==> config.mk <==
export PLATFORM = sky130hd
export DESIGN_NAME = bgrg_queue
export DESIGN_NICKNAME = d
export VERILOG_FILES = /design/src/rtl/core/bgrg_pkg.sv /design/src/rtl/core/bgrg_queue.sv
export SDC_FILE = /design/constraint.sdc
export NUM_CORES = 1
export LEC_CHECK = 0
export BUFFER_PORTS_ARGS = -buffer_cell sky130_fd_sc_hd__buf_2
export CORE_MARGIN = 4
export CORE_UTILIZATION = 25
export CTS_CLUSTER_DIAMETER = 200
export DETAILED_ROUTE_END_ITERATION = 12
export GPL_ROUTABILITY_DRIVEN = 0
export GPL_TIMING_DRIVEN = 0
export SLEW_MARGIN = 30
export SYNTH_ARGS = -nofsm -noshare
export SYNTH_HDL_FRONTEND = slang
export SYNTH_SLANG_ARGS = --single-unit
==> constraint.sdc <==
create_clock -name clock -period 9 [get_ports clock]
set_input_delay 1.8 -clock clock [delete_from_list [all_inputs] [get_ports clock]]
set_output_delay 1.8 -clock clock [all_outputs]
set_load 0.05 [all_outputs]
==> src/rtl/core/bgrg_pkg.sv <==
// Package with shared types, constants and glyph ROM functions of the rectangle generator.
`timescale 1ns / 1ps
package bgrg_pkg;

   localparam int unsigned QueueDepth = 2;

   localparam logic [20:0] BoxFirst = 21'h2500;
   localparam logic [20:0] BoxLast  = 21'h257F;
   localparam logic [20:0] BlkFirst = 21'h2580;
   localparam logic [20:0] BlkLast  = 21'h259F;

   localparam logic [2:0] BoldReset = 3'd1;

   // Fraction codes of the line ROM.
   localparam logic [2:0] FracZero = 3'd0;
   localparam logic [2:0] FracLow  = 3'd1;
   localparam logic [2:0] FracHalf = 3'd2;
   localparam logic [2:0] FracHigh = 3'd3;
   localparam logic [2:0] FracOne  = 3'd4;

   typedef enum logic [1:0] {
      CLASS_UNHANDLED = 2'd0,
      CLASS_BOX       = 2'd1,
      CLASS_BLOCK     = 2'd2,
      CLASS_CLEAR     = 2'd3
   } class_type;

   typedef struct packed {
      logic       vert;
      logic [2:0] x1;
      logic [2:0] y1;
      logic [2:0] x2;
      logic [2:0] y2;
   } prim_type;

   typedef struct packed {
      logic [2:0]    count;
      prim_type [3:0] prims;
   } box_entry_type;

   // Block rectangle in eighths of the cell (0..8).
   typedef struct packed {
      logic       valid;
      logic [3:0] x1;
      logic [3:0] y1;
      logic [3:0] x2;
      logic [3:0] y2;
   } blk_entry_type;

   // One classified item handed from front to back.
   typedef struct packed {
      class_type     cls;
      box_entry_type box;
      blk_entry_type blk;
      logic [12:0]   cell_x;
      logic [12:0]   cell_y;
      logic [7:0]    cell_width;
      logic [7:0]    cell_height;
   } work_type;

   typedef struct packed {
      logic        handled;
      logic        use_foreground;
      logic [13:0] rect_x;
      logic [13:0] rect_y;
      logic [7:0]  rect_w;
      logic [7:0]  rect_h;
      logic        last;
   } rsp_type;

   function automatic prim_type mk(input logic v, input logic [2:0] x1, input logic [2:0] y1,
                                   input logic [2:0] x2, input logic [2:0] y2);
      prim_type p;
      p.vert = v; p.x1 = x1; p.y1 = y1; p.x2 = x2; p.y2 = y2;
      return p;
   endfunction

   function automatic prim_type oh(input logic [2:0] y);
      return mk(1'b0, FracZero, y, FracOne, y);
   endfunction
   function automatic prim_type ohl(input logic [2:0] y);
      return mk(1'b0, FracZero, y, FracHalf, y);
   endfunction
   function automatic prim_type ohr(input logic [2:0] y);
      return mk(1'b0, FracHalf, y, FracOne, y);
   endfunction
   function automatic prim_type ov(input logic [2:0] x);
      return mk(1'b1, x, FracZero, x, FracOne);
   endfunction
   function automatic prim_type ovt(input logic [2:0] x);
      return mk(1'b1, x, FracZero, x, FracHalf);
   endfunction
   function automatic prim_type ovb(input logic [2:0] x);
      return mk(1'b1, x, FracHalf, x, FracOne);
   endfunction
   function automatic prim_type ovs(input logic [2:0] x, input logic [2:0] a,
                                    input logic [2:0] b);
      return mk(1'b1, x, a, x, b);
   endfunction

   function automatic box_entry_type ent(input logic [2:0] n, input prim_type p0,
                                         input prim_type p1, input prim_type p2,
                                         input prim_type p3);
      box_entry_type e;
      e.count = n;
      e.prims[0] = p0; e.prims[1] = p1; e.prims[2] = p2; e.prims[3] = p3;
      return e;
   endfunction

   function automatic box_entry_type box_rom(input logic [6:0] idx);
      prim_type z;
      box_entry_type e;
      z = '0;
      e = '0;
      if (idx <= 7'd1) e = ent(3'd1, oh(FracHalf), z, z, z);
      else if (idx <= 7'd3) e = ent(3'd1, ov(FracHalf), z, z, z);
      else if (idx <= 7'd11) e = '0;
      else if (idx <= 7'd15) e = ent(3'd2, ohr(FracHalf), ovb(FracHalf), z, z);
      else if (idx <= 7'd19) e = ent(3'd2, ohl(FracHalf), ovb(FracHalf), z, z);
      else if (idx <= 7'd23) e = ent(3'd2, ohr(FracHalf), ovt(FracHalf), z, z);
      else if (idx <= 7'd27) e = ent(3'd2, ohl(FracHalf), ovt(FracHalf), z, z);
      else if (idx <= 7'd35) e = ent(3'd2, ohr(FracHalf), ov(FracHalf), z, z);
      else if (idx <= 7'd43) e = ent(3'd2, ohl(FracHalf), ov(FracHalf), z, z);
      else if (idx <= 7'd51) e = ent(3'd2, oh(FracHalf), ovb(FracHalf), z, z);
      else if (idx <= 7'd59) e = ent(3'd2, oh(FracHalf), ovt(FracHalf), z, z);
      else if (idx <= 7'd75) e = ent(3'd2, oh(FracHalf), ov(FracHalf), z, z);
      else if (idx <= 7'd79) e = '0;
      else if (idx >= 7'd109 && idx <= 7'd115) e = '0;
      else if (idx >= 7'd116) begin
         case (idx[1:0])
            2'd0: e = ent(3'd1, (idx >= 7'd124) ? oh(FracHalf) : ohl(FracHalf), z, z, z);
            2'd1: e = ent(3'd1, (idx >= 7'd124) ? ov(FracHalf) : ovt(FracHalf), z, z, z);
            2'd2: e = ent(3'd1, (idx >= 7'd124) ? oh(FracHalf) : ohr(FracHalf), z, z, z);
            default: e = ent(3'd1, (idx >= 7'd124) ? ov(FracHalf) : ovb(FracHalf), z, z, z);
         endcase
      end else begin
         case (idx)
            7'd80: e = ent(3'd2, oh(FracLow), oh(FracHigh), z, z);
            7'd81: e = ent(3'd2, ov(FracLow), ov(FracHigh), z, z);
            7'd82: e = ent(3'd3, ohr(FracLow), ohr(FracHigh), ovb(FracHalf), z);
            7'd83: e = ent(3'd3, ohr(FracHalf), ovs(FracLow, FracHalf, FracOne),
                           ovs(FracHigh, FracHalf, FracOne), z);
            7'd84: e = ent(3'd4, ohr(FracLow), ohr(FracHigh), ovs(FracLow, FracLow, FracOne),
                           ovs(FracHigh, FracHigh, FracOne));
            7'd85: e = ent(3'd3, ohl(FracLow), ohl(FracHigh), ovb(FracHalf), z);
            7'd86: e = ent(3'd3, ohl(FracHalf), ovs(FracLow, FracHalf, FracOne),
                           ovs(FracHigh, FracHalf, FracOne), z);
            7'd87: e = ent(3'd4, ohl(FracLow), ohl(FracHigh), ovs(FracLow, FracLow, FracOne),
                           ovs(FracHigh, FracHigh, FracOne));
            7'd88: e = ent(3'd3, ohr(FracLow), ohr(FracHigh), ovt(FracHalf), z);
            7'd89: e = ent(3'd3, ohr(FracHalf), ovs(FracLow, FracZero, FracHalf),
                           ovs(FracHigh, FracZero, FracHalf), z);
            7'd90: e = ent(3'd4, ohr(FracLow), ohr(FracHigh), ovs(FracLow, FracZero, FracHigh),
                           ovs(FracHigh, FracZero, FracLow));
            7'd91: e = ent(3'd3, ohl(FracLow), ohl(FracHigh), ovt(FracHalf), z);
            7'd92: e = ent(3'd3, ohl(FracHalf), ovs(FracLow, FracZero, FracHalf),
                           ovs(FracHigh, FracZero, FracHalf), z);
            7'd93: e = ent(3'd4, ohl(FracLow), ohl(FracHigh), ovs(FracLow, FracZero, FracHigh),
                           ovs(FracHigh, FracZero, FracLow));
            7'd94: e = ent(3'd3, ohr(FracHalf), ov(FracLow), ov(FracHigh), z);
            7'd95: e = ent(3'd3, ohr(FracLow), ohr(FracHigh), ov(FracHalf), z);
            7'd96: e = ent(3'd4, ohr(FracLow), ohr(FracHigh), ov(FracLow), ov(FracHigh));
            7'd97: e = ent(3'd3, ohl(FracHalf), ov(FracLow), ov(FracHigh), z);
            7'd98: e = ent(3'd3, ohl(FracLow), ohl(FracHigh), ov(FracHalf), z);
            7'd99: e = ent(3'd4, ohl(FracLow), ohl(FracHigh), ov(FracLow), ov(FracHigh));
            7'd100: e = ent(3'd3, oh(FracLow), oh(FracHigh), ovb(FracHalf), z);
            7'd101: e = ent(3'd3, oh(FracHalf), ovs(FracLow, FracHalf, FracOne),
                            ovs(FracHigh, FracHalf, FracOne), z);
            7'd102: e = ent(3'd4, oh(FracLow), oh(FracHigh), ovs(FracLow, FracHigh, FracOne),
                            ovs(FracHigh, FracHigh, FracOne));
            7'd103: e = ent(3'd3, oh(FracLow), oh(FracHigh), ovt(FracHalf), z);
            7'd104: e = ent(3'd3, oh(FracHalf), ovs(FracLow, FracZero, FracHalf),
                            ovs(FracHigh, FracZero, FracHalf), z);
            7'd105: e = ent(3'd4, oh(FracLow), oh(FracHigh), ovs(FracLow, FracZero, FracLow),
                            ovs(FracHigh, FracZero, FracLow));
            7'd106: e = ent(3'd3, oh(FracLow), oh(FracHigh), ov(FracHalf), z);
            7'd107: e = ent(3'd3, oh(FracHalf), ov(FracLow), ov(FracHigh), z);
            7'd108: e = ent(3'd4, oh(FracLow), oh(FracHigh), ov(FracLow), ov(FracHigh));
            default: e = '0;
         endcase
      end
      return e;
   endfunction

   function automatic blk_entry_type bk(input logic [3:0] x1, input logic [3:0] y1,
                                        input logic [3:0] x2, input logic [3:0] y2);
      blk_entry_type b;
      b.valid = 1'b1; b.x1 = x1; b.y1 = y1; b.x2 = x2; b.y2 = y2;
      return b;
   endfunction

   // Entries with valid clear are shades and multi-part blocks.
   function automatic blk_entry_type blk_rom(input logic [4:0] idx);
      blk_entry_type b;
      case (idx)
         5'd0:  b = bk(4'd0, 4'd0, 4'd8, 4'd4);
         5'd1:  b = bk(4'd0, 4'd7, 4'd8, 4'd8);
         5'd2:  b = bk(4'd0, 4'd6, 4'd8, 4'd8);
         5'd3:  b = bk(4'd0, 4'd5, 4'd8, 4'd8);
         5'd4:  b = bk(4'd0, 4'd4, 4'd8, 4'd8);
         5'd5:  b = bk(4'd0, 4'd3, 4'd8, 4'd8);
         5'd6:  b = bk(4'd0, 4'd2, 4'd8, 4'd8);
         5'd7:  b = bk(4'd0, 4'd1, 4'd8, 4'd8);
         5'd8:  b = bk(4'd0, 4'd0, 4'd8, 4'd8);
         5'd9:  b = bk(4'd0, 4'd0, 4'd7, 4'd8);
         5'd10: b = bk(4'd0, 4'd0, 4'd6, 4'd8);
         5'd11: b = bk(4'd0, 4'd0, 4'd5, 4'd8);
         5'd12: b = bk(4'd0, 4'd0, 4'd4, 4'd8);
         5'd13: b = bk(4'd0, 4'd0, 4'd3, 4'd8);
         5'd14: b = bk(4'd0, 4'd0, 4'd2, 4'd8);
         5'd15: b = bk(4'd0, 4'd0, 4'd1, 4'd8);
         5'd16: b = bk(4'd4, 4'd0, 4'd8, 4'd8);
         5'd20: b = bk(4'd0, 4'd0, 4'd8, 4'd1);
         5'd21: b = bk(4'd7, 4'd0, 4'd8, 4'd8);
         5'd22: b = bk(4'd0, 4'd4, 4'd4, 4'd8);
         5'd23: b = bk(4'd4, 4'd4, 4'd8, 4'd8);
         5'd24: b = bk(4'd0, 4'd0, 4'd4, 4'd4);
         5'd29: b = bk(4'd4, 4'd0, 4'd8, 4'd4);
         default: b = '0;
      endcase
      return b;
   endfunction

   function automatic logic [16:0] frac_q16(input logic [2:0] f);
      logic [16:0] q;
      case (f)
         FracZero: q = 17'd0;
         FracLow:  q = 17'd22938;
         FracHalf: q = 17'd32768;
         FracHigh: q = 17'd42598;
         FracOne:  q = 17'd65536;
         default:  q = 17'd0;
      endcase
      return q;
   endfunction

   // (frac * size) >> 16 with an 17 by 8 bit product.
   function automatic logic [7:0] scale(input logic [16:0] frac, input logic [7:0] size);
      logic [24:0] p;
      p = frac * size;
      return p[23:16];
   endfunction

   // Block edge in eighths: (k * 8192 * size) >> 16 equals (k * size) >> 3.
   function automatic logic [7:0] scale8(input logic [3:0] k, input logic [7:0] size);
      logic [11:0] p;
      p = k * size;
      return p[10:3];
   endfunction

endpackage

==> src/rtl/core/bgrg_queue.sv <==
// Short queue between the classifying front end and the rectangle back end.
`timescale 1ns / 1ps
module bgrg_queue #(
   parameter int unsigned Depth = bgrg_pkg::QueueDepth
) (
   input  logic               clock,
   input  logic               reset,
   input  bgrg_pkg::work_type in_data,
   input  logic               in_valid,
   output logic               in_ready,
   output bgrg_pkg::work_type out_data,
   output logic               out_valid,
   input  logic               out_ready
);
   import bgrg_pkg::*;

   localparam int unsigned PtrW = (Depth > 1) ? $clog2(Depth) : 1;

   work_type            mem [Depth];
   logic [PtrW-1:0]     wr_ff, wr_in, rd_ff, rd_in;
   logic [PtrW:0]       cnt_ff, cnt_in;
   logic                push, pop;

   assign in_ready = cnt_ff != (PtrW+1)'(Depth);
   assign out_valid = cnt_ff != '0;
   assign out_data = mem[rd_ff];
   assign push = in_valid && in_ready;
   assign pop = out_valid && out_ready;

   always_comb begin
      wr_in = wr_ff;
      rd_in = rd_ff;
      if (push) wr_in = (wr_ff == PtrW'(Depth - 1)) ? '0 : wr_ff + 1'b1;
      if (pop) rd_in = (rd_ff == PtrW'(Depth - 1)) ? '0 : rd_ff + 1'b1;
      cnt_in = cnt_ff + (PtrW+1)'(push) - (PtrW+1)'(pop);
   end

   always_ff @(posedge clock) begin
      if (reset) begin
         wr_ff <= '0;
         rd_ff <= '0;
         cnt_ff <= '0;
      end else begin
         wr_ff <= wr_in;
         rd_ff <= rd_in;
         cnt_ff <= cnt_in;
      end
      if (push) mem[wr_ff] <= in_data;
   end

   assert property (@(posedge clock) disable iff (reset)
      cnt_ff <= (PtrW+1)'(Depth))
      else $error("queue count above depth");
   assert property (@(posedge clock) disable iff (reset)
      push && !pop |=> cnt_ff == $past(cnt_ff) + 1'b1)
      else $error("queue count missed a push");
   assert property (@(posedge clock) disable iff (reset)
      !push && pop |=> cnt_ff == $past(cnt_ff) - 1'b1)
      else $error("queue count missed a pop");
endmodule

**Word-level counts from Yosys, hierarchy flattened**

Memory sizes are Yosys's and may differ from the RTL's. A register that Yosys moved wholly into a read port is not among the register bits.
Index checks and enable logic that the tools add are counted.

- Memories kept: 1
- Bits of input ports: 120
- Register bits: 4
- RAM bits: 232

- Multiplexer cells: 6
- Reductions and logical operators: 3
- Add/subtract/negate cells: 4
- Equality and inequality tests: 1

Memory list:

| memory | depth | width | read ports | clocked after memory_dff | wr ports | RTL line | source |
|---|---|---|---|---|---|---|---|
| mem | 2 | 116 | 1 | 1 | 1 | bgrg_queue.sv:19 | `work_type mem [Depth];` |

Operator list:

| cell | number |
|---|---|
| $mux 1 | 6 |
| $add 1x1->1 const B | 2 |
| $add 2x1->2 | 1 |
| $logic_and 1x1->1 | 2 |
| $ne 2x2->1 const B | 1 |
| $reduce_bool 2->1 | 1 |
| $sub 2x1->2 | 1 |

**Depth between registers and ports, before layout**

Gate-level depths: netlist of the first run.

- Depth after elaboration: 4
- Gate-level depth with buffers: 6

**Worst setup path after synthesis of the first run**

No wires, ideal clock.

- Kind: input to register
- From: in in_valid
- To: mem mem[1][0] (netlist name), enable pin
- Required time: 8.511 ns
- Library setup time: 0.489 ns
- Setup slack: 3.985 ns
- Stages: 1
- Buffers on the path: 0
- Data arrival time: 4.526 ns
- Cells stage by stage: and3_1

- Longest elaborated chain between the ends: 3

Ends and longest elaborated chain:

| element | RTL line | source |
|---|---|---|
| start: declaration | bgrg_queue.sv:9 | `input logic in_valid,` |
| $logic_and 1x1->1 | bgrg_queue.sv:27 | `assign push = in_valid && in_ready;` |
| $mux 1 | bgrg_queue.sv:48 | `if (push) mem[wr_ff] <= in_data;` |
| $mux 1 (implied by the code) | bgrg_queue.sv:48 |  |
| end: declaration | bgrg_queue.sv:19 |  |

No other way between the ends.

==> impl_metrics.ini, run 1 <==
[die]
coreArea_mm2 = 0.0346
io_pins = 238
die_h_um = 195
num_rows = 68
die_x_um = 195
die_area_mm2 = 0.0382
start_util_pct = 25.4

[final_layout]
nNetsFinal = 779
drive_above_1_share_pct = 61.1
stdcell_count = 1134
area_growth_pct = 31.4
fillers = 3363
layout.core_utilization_pct = 33.3
design_area_mm2 = 0.0115

[sta]
hold_viol = 0
tightest_slew_ns = 0.579
maxSlewHeadroom_pct = 61.4
period_minus_slack_ns = 3.71
post-route-period-util_pct = 41.2
finalSetupViolCount = 0
fin_setup_tns_ns = 0
rsz0062_at_grt = no
skew_ns = 0.0199
drv_slew = 0
max_freq_ghz = 0.270

[clock_network]
clockBufferDepth = 3
postCtsSetupBuffers = 0
cts_tree = done
cts_resized = 0
holdBufCountCts = 0
htreeDepth = 1
cts_buffers = 26
clkLatencyLatePin_ns = 0.53
cts_sinks = 237
clock-root-buffer = clkbuf_16
clkTransAtPathRegs_ns = 0.05

[yosys]
synth.distinct_cells = 23
yosysTopAreaCellShare_pct = 79.3
synth_area_mm2 = 0.00878
synth_warnings = 0
ys_seq_area_share_pct = 80.5
yosysTopAreaCell = edfxtp_1
ys_ff_latch = 237
synth_fp_nets = 511
syn_avg_cell_area_um2 = 22.5
netlist_instances = 390
synth_area_leaders = edfxtp_1 79%, mux2_2 9.7%, mux2_4 6.8%

[pwr]
p_int_mw = 2.34
seqPwrFrac_pct = 38.9
powerDensity_mw_per_mm2 = 305
ir_worst_vdd_v = 0.000185
combPwrFrac_pct = 30.0
swShare_pct = 33.6
power_mw = 3.52
p_sw_mw = 1.18
p_leak_nw = 4.33
p_clk_share_pct = 31.1

[setup_path]
worstSetupEndpointType = output pin
start_kind = register
cp.required_ns = 7.20
critPathKind = register to output pin
worstPathArrival_ns = 1.91
crit_fanout = 10

[grt]
grt_overflow = 0
grt_pass1_vias = 4874
grt_use_total_pct = 9.28
grt_max_degree = 62
antenna_found_initial = 3
grt_first_pass_wirelength_um = 28000

[drt]
drtPass1Iterations = 4
wirelength_um = 18400
drc = 0
routedWlPerCell_um = 16.2
drt_iter0_markers = 137
antenna_left = 0
dr_total_vias = 4499
vias_per_cell = 3.97

[outcome]
status = completed

[placement]
dpl.hpwl_um = 12500
dp_cells = 1085
io_buffers = 237
placed_cell_area_mm2 = 0.0106

[job]
max_cap_viol_count = 0

[min_path]
hp-class = register to register
-- area by class of cell --
class / count / area, um2 / share of cell area (%)
multi-input combinational: 139 / 1610 / 14.0
buffer: 13 / 103 / 0.889
inverter: 1 / 11.3 / 0.0976
antenna: 1 / 2.50 / 0.0217
clock inverter: 12 / 134 / 1.16
timing repair buffer: 240 / 1270 / 11.0
tap: 455 / 569 / 4.93
clock buffer: 36 / 769 / 6.67
sequential: 237 / 7070 / 61.2
-- path summary, 6_finish.rpt --
kind / slack [ns] / from / cells after the start / to
max: 5.29 / register / 5 / out_data[69]
min: 0.52 / rd_ff / 2 / register
max reg2reg: 6.99 / cnt_ff[0] / 4 / mem[0][87]
min reg2reg: 0.52 / rd_ff / 2 / register
-- routing by layer --
layer / up-vias / GRT usage [%] / part of all wire, %
met1: 2214 / 11.1 / 40
met4: 4 / 2.79 / 2.3
li1: 2098 / - / -
met2: 147 / 15.6 / 49
met3: 36 / 3.54 / 8.9
met5: - / 0 / 0.16
-- registers in the layout (all words and copies together) (netlist names), named ones only --
signal and cells:
cnt_ff 2, mem 232, rd_ff 1, wr_ff 1
-- synthesized netlist by cell type (all sizes together) --
library cell  number
a21bo              2
nor2b              3
mux2             117
dfxtp              5
nand2b             1
edfxtp           232
buf               13
nor2               5
xor2               1
inv                1
a21oi              1
nand3b             1
or2                1
a211oi             1
ha                 1
a32oi              1
o21ai              2
and3               1
nand3              1
-- cell families (layout without fill, tap and decap cells) --
family,count (synthesis),after routing,synth area share [%]
fa+ha+maj,1,1,0.142
compound gates,7,7,0.584
buf+inv,14,302,1.21
flops,237,237,80.5
xor+xnor,1,1,0.0997
other cells,0,1,0
simple gates,13,13,0.784
mux,117,117,16.7
-- worst max-delay path, stage by stage (launching register included) --
cell     delay, ns
dfxtp_1       0.32
buf_6         0.14
buf_6         0.18
buf_6         0.21
mux2_4        0.32
buf_2         0.21
-- power by group through the flow --
stage	Combinational [mW]	Clock, mW	Sequential, mW
2_1_floorplan	0.830	0	1.40
3_3_place_gp	1.06	0	1.41
3_5_place_dp	1.08	0	1.39
4_1_cts	1.08	1.14	1.37
5_1_grt	1.11	1.18	1.38
6_report	1.05	1.09	1.37
-- stage by stage --
stage                     setup WS (ns)  hold slack [ns]
after floorplan                    3.98            0.472
after global placement             1.95            0.493
after detailed placement           5.61            0.491
after CTS                          5.19            0.516
after global routing               5.17            0.566
final                              5.29            0.517
-- cells in the final DEF (no fill, tap or decap), types with 2 or more instances in the layout --
cell,Yosys,final
buf_16,0,3
buf_2,7,244
buf_6,6,6
bufinv_16,0,3
clkbuf_1,0,3
clkbuf_16,0,27
clkbuf_8,0,6
clkinv_1,0,4
clkinv_2,0,4
dfxtp_1,5,5
edfxtp_1,232,232
mux2_2,76,76
mux2_4,40,40
nor2_1,5,5
nor2b_1,3,3
o21ai_0,2,2
Power figures use the tool's default switching activity.
==> inputs of run 2 (changes only) <==
==> constraint.sdc (replaced) <==
create_clock -name clock -period 3.5 [get_ports clock]
set_input_delay 0.7 -clock clock [delete_from_list [all_inputs] [get_ports clock]]
set_output_delay 0.7 -clock clock [all_outputs]
set_load 0.05 [all_outputs]
==> run 2 against run 1 <==
Net effect: final cell count is 0.71% higher; global-route usage down 0.27 points; setup slack got worse by 4.4 ns; die area unchanged; via count increased by 0.73%; hold slack worse by 0.16 ns; clock-buffer cell count rose by 2; power rose to 2.5 times the previous value; sequential share of layout area shrank 0.20 points; clock power up 140%; flip-flop and latch count did not move; clock skew is 0.013 ns lower; critical endpoint is now out_data[96]; highest routed layer is now met4.
==> impl_metrics.ini, run 2 (synthesized netlist as in run 1, its figures left out) <==
[sta]
maxSlewHeadroom_pct = 66.7
rsz0062_at_grt = no
max_freq_ghz = 0.380
finalSetupViolCount = 0
hold_viol = 0
layout_setup_ws_ns = 0.869
period_minus_slack_ns = 2.63
tightest_slew_ns = 0.498
drv_slew = 0
post-route-period-util_pct = 75.2
skew_ns = 0.00665

[die]
num_rows = 68
die_x_um = 195
coreArea_mm2 = 0.0346
io_pins = 238
die_area_mm2 = 0.0382
start_util_pct = 25.4
die_h_um = 195

[setup_path]
slowest_delay_ns = 0.32
cp_num_buf_inv = 4
path_cells = buf_6 > buf_6 > buf_6 > mux2_4 > buf_2
cp_common_cell = buf_6
worstSetupPathDepth = 5
cp_slowest_cell = dfxtp_1
rrSetupSlack_ns = 1.48
crit_fanout = 10
cp.required_ns = 2.80
worstSetupEndpointType = output pin
reg2reg_depth = 5
critPathKind = register to output pin
worstPathArrival_ns = 1.93
crit_family = buffers and inverters
start_kind = register

[outcome]
status = completed

[final_layout]
area_growth_pct = 31.8
final_common_cell = buf_2
top_regs = mem x232, cnt_ff x2
drive_above_1_share_pct = 60.9
stdcell_count = 1142
regMostFlops = mem
fillers = 3360
regArea_mm2 = 0.00707
layout.core_utilization_pct = 33.4
nNetsFinal = 785
layout_common_cells = 244 x buf_2, 232 x edfxtp_1, 76 x mux2_2, 40 x mux2_4, 27 x clkbuf_16
multi_input_area_mm2 = 0.00161
largest_register_ffs = 232

[drt]
routed.top_layer = met4
met2_length_um = 8940
dr_total_vias = 4532
route.met3.wl_um = 1670
drc = 0
wirelength_um = 18100
antenna_left = 0
routedWlPerCell_um = 15.9
vias_per_cell = 3.97
drt_iter0_markers = 163
drtPass1Iterations = 4
wl_met1_um = 6920

[clock_network]
cts_resized = 0
cts_tree = done
postCtsSetupBuffers = 0
clockBufferDepth = 3
clock-root-buffer = clkbuf_16
htreeDepth = 1
cts_sinks = 237
clkLatencyLatePin_ns = 0.53
cts_buffers = 27
clkTransAtPathRegs_ns = 0.06
holdBufCountCts = 0

[placement]
dp_cells = 1090
io_buffers = 237
pre_cts_slack_ns = 1.20
dpl.hpwl_um = 12600

[grt]
antenna_found_initial = 2
grt_first_pass_wirelength_um = 27500
grt_pass1_vias = 4914
grt_max_degree = 38
grt_overflow = 0
grt_use_total_pct = 9.01

[min_path]
hp-class = primary input to register
holdPathStages = 1

[pwr]
powerDensity_mw_per_mm2 = 768
p_leak_nw = 4.34
ir_worst_vdd_v = 0.000479

[job]
max_cap_viol_count = 0
## run 2: changes by cell type in the layout (fill, tap and decap cells not counted)
cell / previous run / this run
clkinv_4: 1 / 2
bufinv_16: 3 / 1
inv_6: 0 / 1
diode_2: 1 / 2
clkbuf_1: 3 / 8
clkinvlp_4: 0 / 2
clkbuf_8: 6 / 3
clkinv_1: 4 / 3
buf_12: 0 / 5
inv_8: 1 / 0
## run 2: area by class of cell
type | count | area share, %
tap | 455 | 4.92
buffer | 13 | 0.886
multi-input combinational | 139 | 13.9
clock inverter | 12 | 0.821
timing repair buffer | 245 | 11.8
inverter | 1 | 0.0649
clock buffer | 38 | 6.45
sequential | 237 | 61.0
antenna | 2 | 0.0432
## run 2: through the flow
step                cell area (um2)  total power [mW]  TNS (ns)  hold WS (ns)
global placement              10500              6.32   -128.55         0.485
CTS                           11600              9.06         0         0.314
finish                        11600              8.89         0         0.357
floorplan                      8790              5.71         0         0.472
global route                  11600              9.29         0         0.326
detailed placement            10700              6.38         0         0.494
## run 2: final timing paths
check / from / endpoint
worst max-delay path: register / out_data[96]
worst min-delay path: in_data[1] / mem[1][1]
worst max register to register: cnt_ff[0] / mem[0][89]
worst min register to register: rd_ff / rd_ff
## run 2: power by group
part | switching [mW] | total, mW | internal [mW]
registers | 0.0665 | 3.52 | 3.45
logic | 1.90 | 2.75 | 0.846
clock network | 1.06 | 2.62 | 1.56
## run 2: layer usage
metal / vias up / track usage, %
met5: - / 0
met4: 0 / 3.21
met3: 36 / 3.52
met2: 167 / 15.4
met1: 2221 / 10.2
li1: 2108 / -
==> inputs of run 3 (changes only) <==
--- a/config.mk
+++ b/config.mk
@@ -5,6 +5,7 @@
 export SDC_FILE = /design/constraint.sdc
 export NUM_CORES = 1
 export LEC_CHECK = 0
+export ABC_AREA = 1
 export BUFFER_PORTS_ARGS = -buffer_cell sky130_fd_sc_hd__buf_2
 export CORE_MARGIN = 4
 export CORE_UTILIZATION = 25
==> constraint.sdc (replaced) <==
create_clock -name clock -period 2.7 [get_ports clock]
set_input_delay 0.54 -clock clock [delete_from_list [all_inputs] [get_ports clock]]
set_output_delay 0.54 -clock clock [all_outputs]
set_load 0.05 [all_outputs]
==> run 3 against run 2 <==
Net effect: die area decreased by 0.23%; non-clock buffer count grew 4; final cell count increased by 0.53%; largest cell class unchanged; clock-buffer cell count fell by 6; clock skew up 0.0066 ns; flip-flop and latch count unchanged; via count grew 0.44%; register-to-register slack got worse by 0.80 ns; power rose by 44%; area after synthesis shrank 0.24%; design area increased by 1.7%.
==> impl_metrics.ini, run 3 <==
[outcome]
status = completed

[final_layout]
drive_above_1_share_pct = 61.0
diodes = 0
final_common_cell = buf_2
regArea_mm2 = 0.00707
area_growth_pct = 34.3
layout_common_cells = 244 x buf_2, 232 x edfxtp_1, 76 x mux2_2, 40 x mux2_4, 27 x clkbuf_16
layout.core_utilization_pct = 34.1
fillers = 3426
stdcell_count = 1148
largest_register_ffs = 232
regMostFlops = mem
multi_input_area_mm2 = 0.00161
nNetsFinal = 796
design_area_mm2 = 0.0118
top_regs = mem x232, cnt_ff x2

[drt]
drc = 0
drtPass1Iterations = 4
route.met3.wl_um = 1730
routed.top_layer = met5
vias_per_cell = 3.97
wirelength_um = 18600
dr_total_vias = 4552
antenna_left = 0
routedWlPerCell_um = 16.2
drt_iter0_markers = 132
met2_length_um = 9160
wl_met1_um = 7160

[clock_network]
clock-root-buffer = clkbuf_16
cts_resized = 0
holdBufCountCts = 0
cts_sinks = 237
cts_tree = done
postCtsSetupBuffers = 0
clkTransAtPathRegs_ns = 0.06
clkLatencyLatePin_ns = 0.53
htreeDepth = 1
cts_buffers = 27
clockBufferDepth = 3

[sta]
tightest_slew_ns = 0.630
skew_ns = 0.0133
rsz0062_at_grt = no
post-route-period-util_pct = 92.4
max_freq_ghz = 0.401
holdWs_ns = 0.196
layout_setup_ws_ns = 0.205
drv_slew = 0
hold_viol = 0
fin_setup_tns_ns = 0
finalSetupViolCount = 0
period_minus_slack_ns = 2.50
maxSlewHeadroom_pct = 57.9

[yosys]
synth.distinct_cells = 14
ys_seq_area_share_pct = 80.7
synth_most_common_cell = edfxtp_1
syn_avg_cell_area_um2 = 22.1
yosysTopAreaCell = edfxtp_1
synth_warnings = 0
yosysTopAreaCellShare_pct = 79.5
async_reset_ff_share_pct = 0
synth_fp_nets = 518
netlist_instances = 397
synth_area_mm2 = 0.00876
synth-main-ff-cell = edfxtp_1
ys_ff_latch = 237
ys_top_cells_by_count = 232 x edfxtp_1, 76 x mux2_2, 40 x mux2_4, 9 x nor2_1
synth_edf_count = 232
synth_area_leaders = edfxtp_1 80%, mux2_2 9.8%, mux2_4 6.9%

[job]
max_cap_viol_count = 0

[grt]
antenna_found_initial = 2
grt_use_total_pct = 9.50
grt_first_pass_wirelength_um = 28800
grt_max_degree = 22
grt_overflow = 0
grt_pass1_vias = 5038

[setup_path]
start_kind = register
crit_fanout = 10
critPathKind = register to output pin
worstPathArrival_ns = 1.96
cp.required_ns = 2.16
worstSetupEndpointType = output pin

[placement]
pre_cts_slack_ns = 0.425
io_buffers = 237
dp_cells = 1101
dpl.hpwl_um = 13200
placed_cell_area_mm2 = 0.0109

[pwr]
powerDensity_mw_per_mm2 = 1090
p_leak_nw = 4.43
ir_worst_vdd_v = 0.000736
power_mw = 12.8

[die]
die_x_um = 195
die_area_mm2 = 0.0381
coreArea_mm2 = 0.0345
num_rows = 68
die_h_um = 195
start_util_pct = 25.4
io_pins = 238

[min_path]
hp-class = primary input to register
==> run 3: area by class of cell <==
cell class | count | area share (%)
Inverter | 8 | 0.255
Clock inverter | 15 | 1.58
Timing Repair Buffer | 249 | 12.8
Buffer | 13 | 0.872
Multi-Input combinational cell | 139 | 13.7
Tap cell | 455 | 4.84
Sequential cell | 237 | 60.1
Clock buffer | 32 | 5.90
==> run 3: cells by family after synthesis <==
logic type	after synthesis	synth area share [%]
adders and majority gates	1	0.143
DFF	237	80.7
xor gates and xnor gates	1	0.100
buffers and inverters	21	1.51
muxes	116	16.6
and+or+nand+nor	19	0.842
AOI/OAI and AO/OA	2	0.114
==> run 3: power by group <==
group	switching, mW	total [mW]	internal (mW)
clock network	1.39	3.60	2.21
registers	0.125	4.78	4.66
logic	3.08	4.45	1.38
total	4.59	12.8	8.25
==> run 3: worst paths after layout <==
path | startpoint | to | slack, ns | cells past startpoint
worst max-delay path | register | out_data[101] | 0.20 | 5
worst min register to register | rd_ff | register | 0.51 | 2
worst max register to register | cnt_ff[1] | mem[1][92] | 0.68 | 6
worst min-delay path | reset | cnt_ff[0] | 0.20 | 2
==> run 3: per-layer routing <==
metal | global-route usage (%) | vias up
li1 | - | 2123
met1 | 10.8 | 2225
met2 | 16.4 | 164
met3 | 4.18 | 36
met4 | 2.38 | 4
met5 | 0 | -
==> run 3: critical path, stage by stage, from the launching register on <==
cell	delay (ns)
dfxtp_1	0.32
buf_6	0.15
buf_6	0.19
buf_6	0.21
mux2_4	0.32
buf_2	0.21
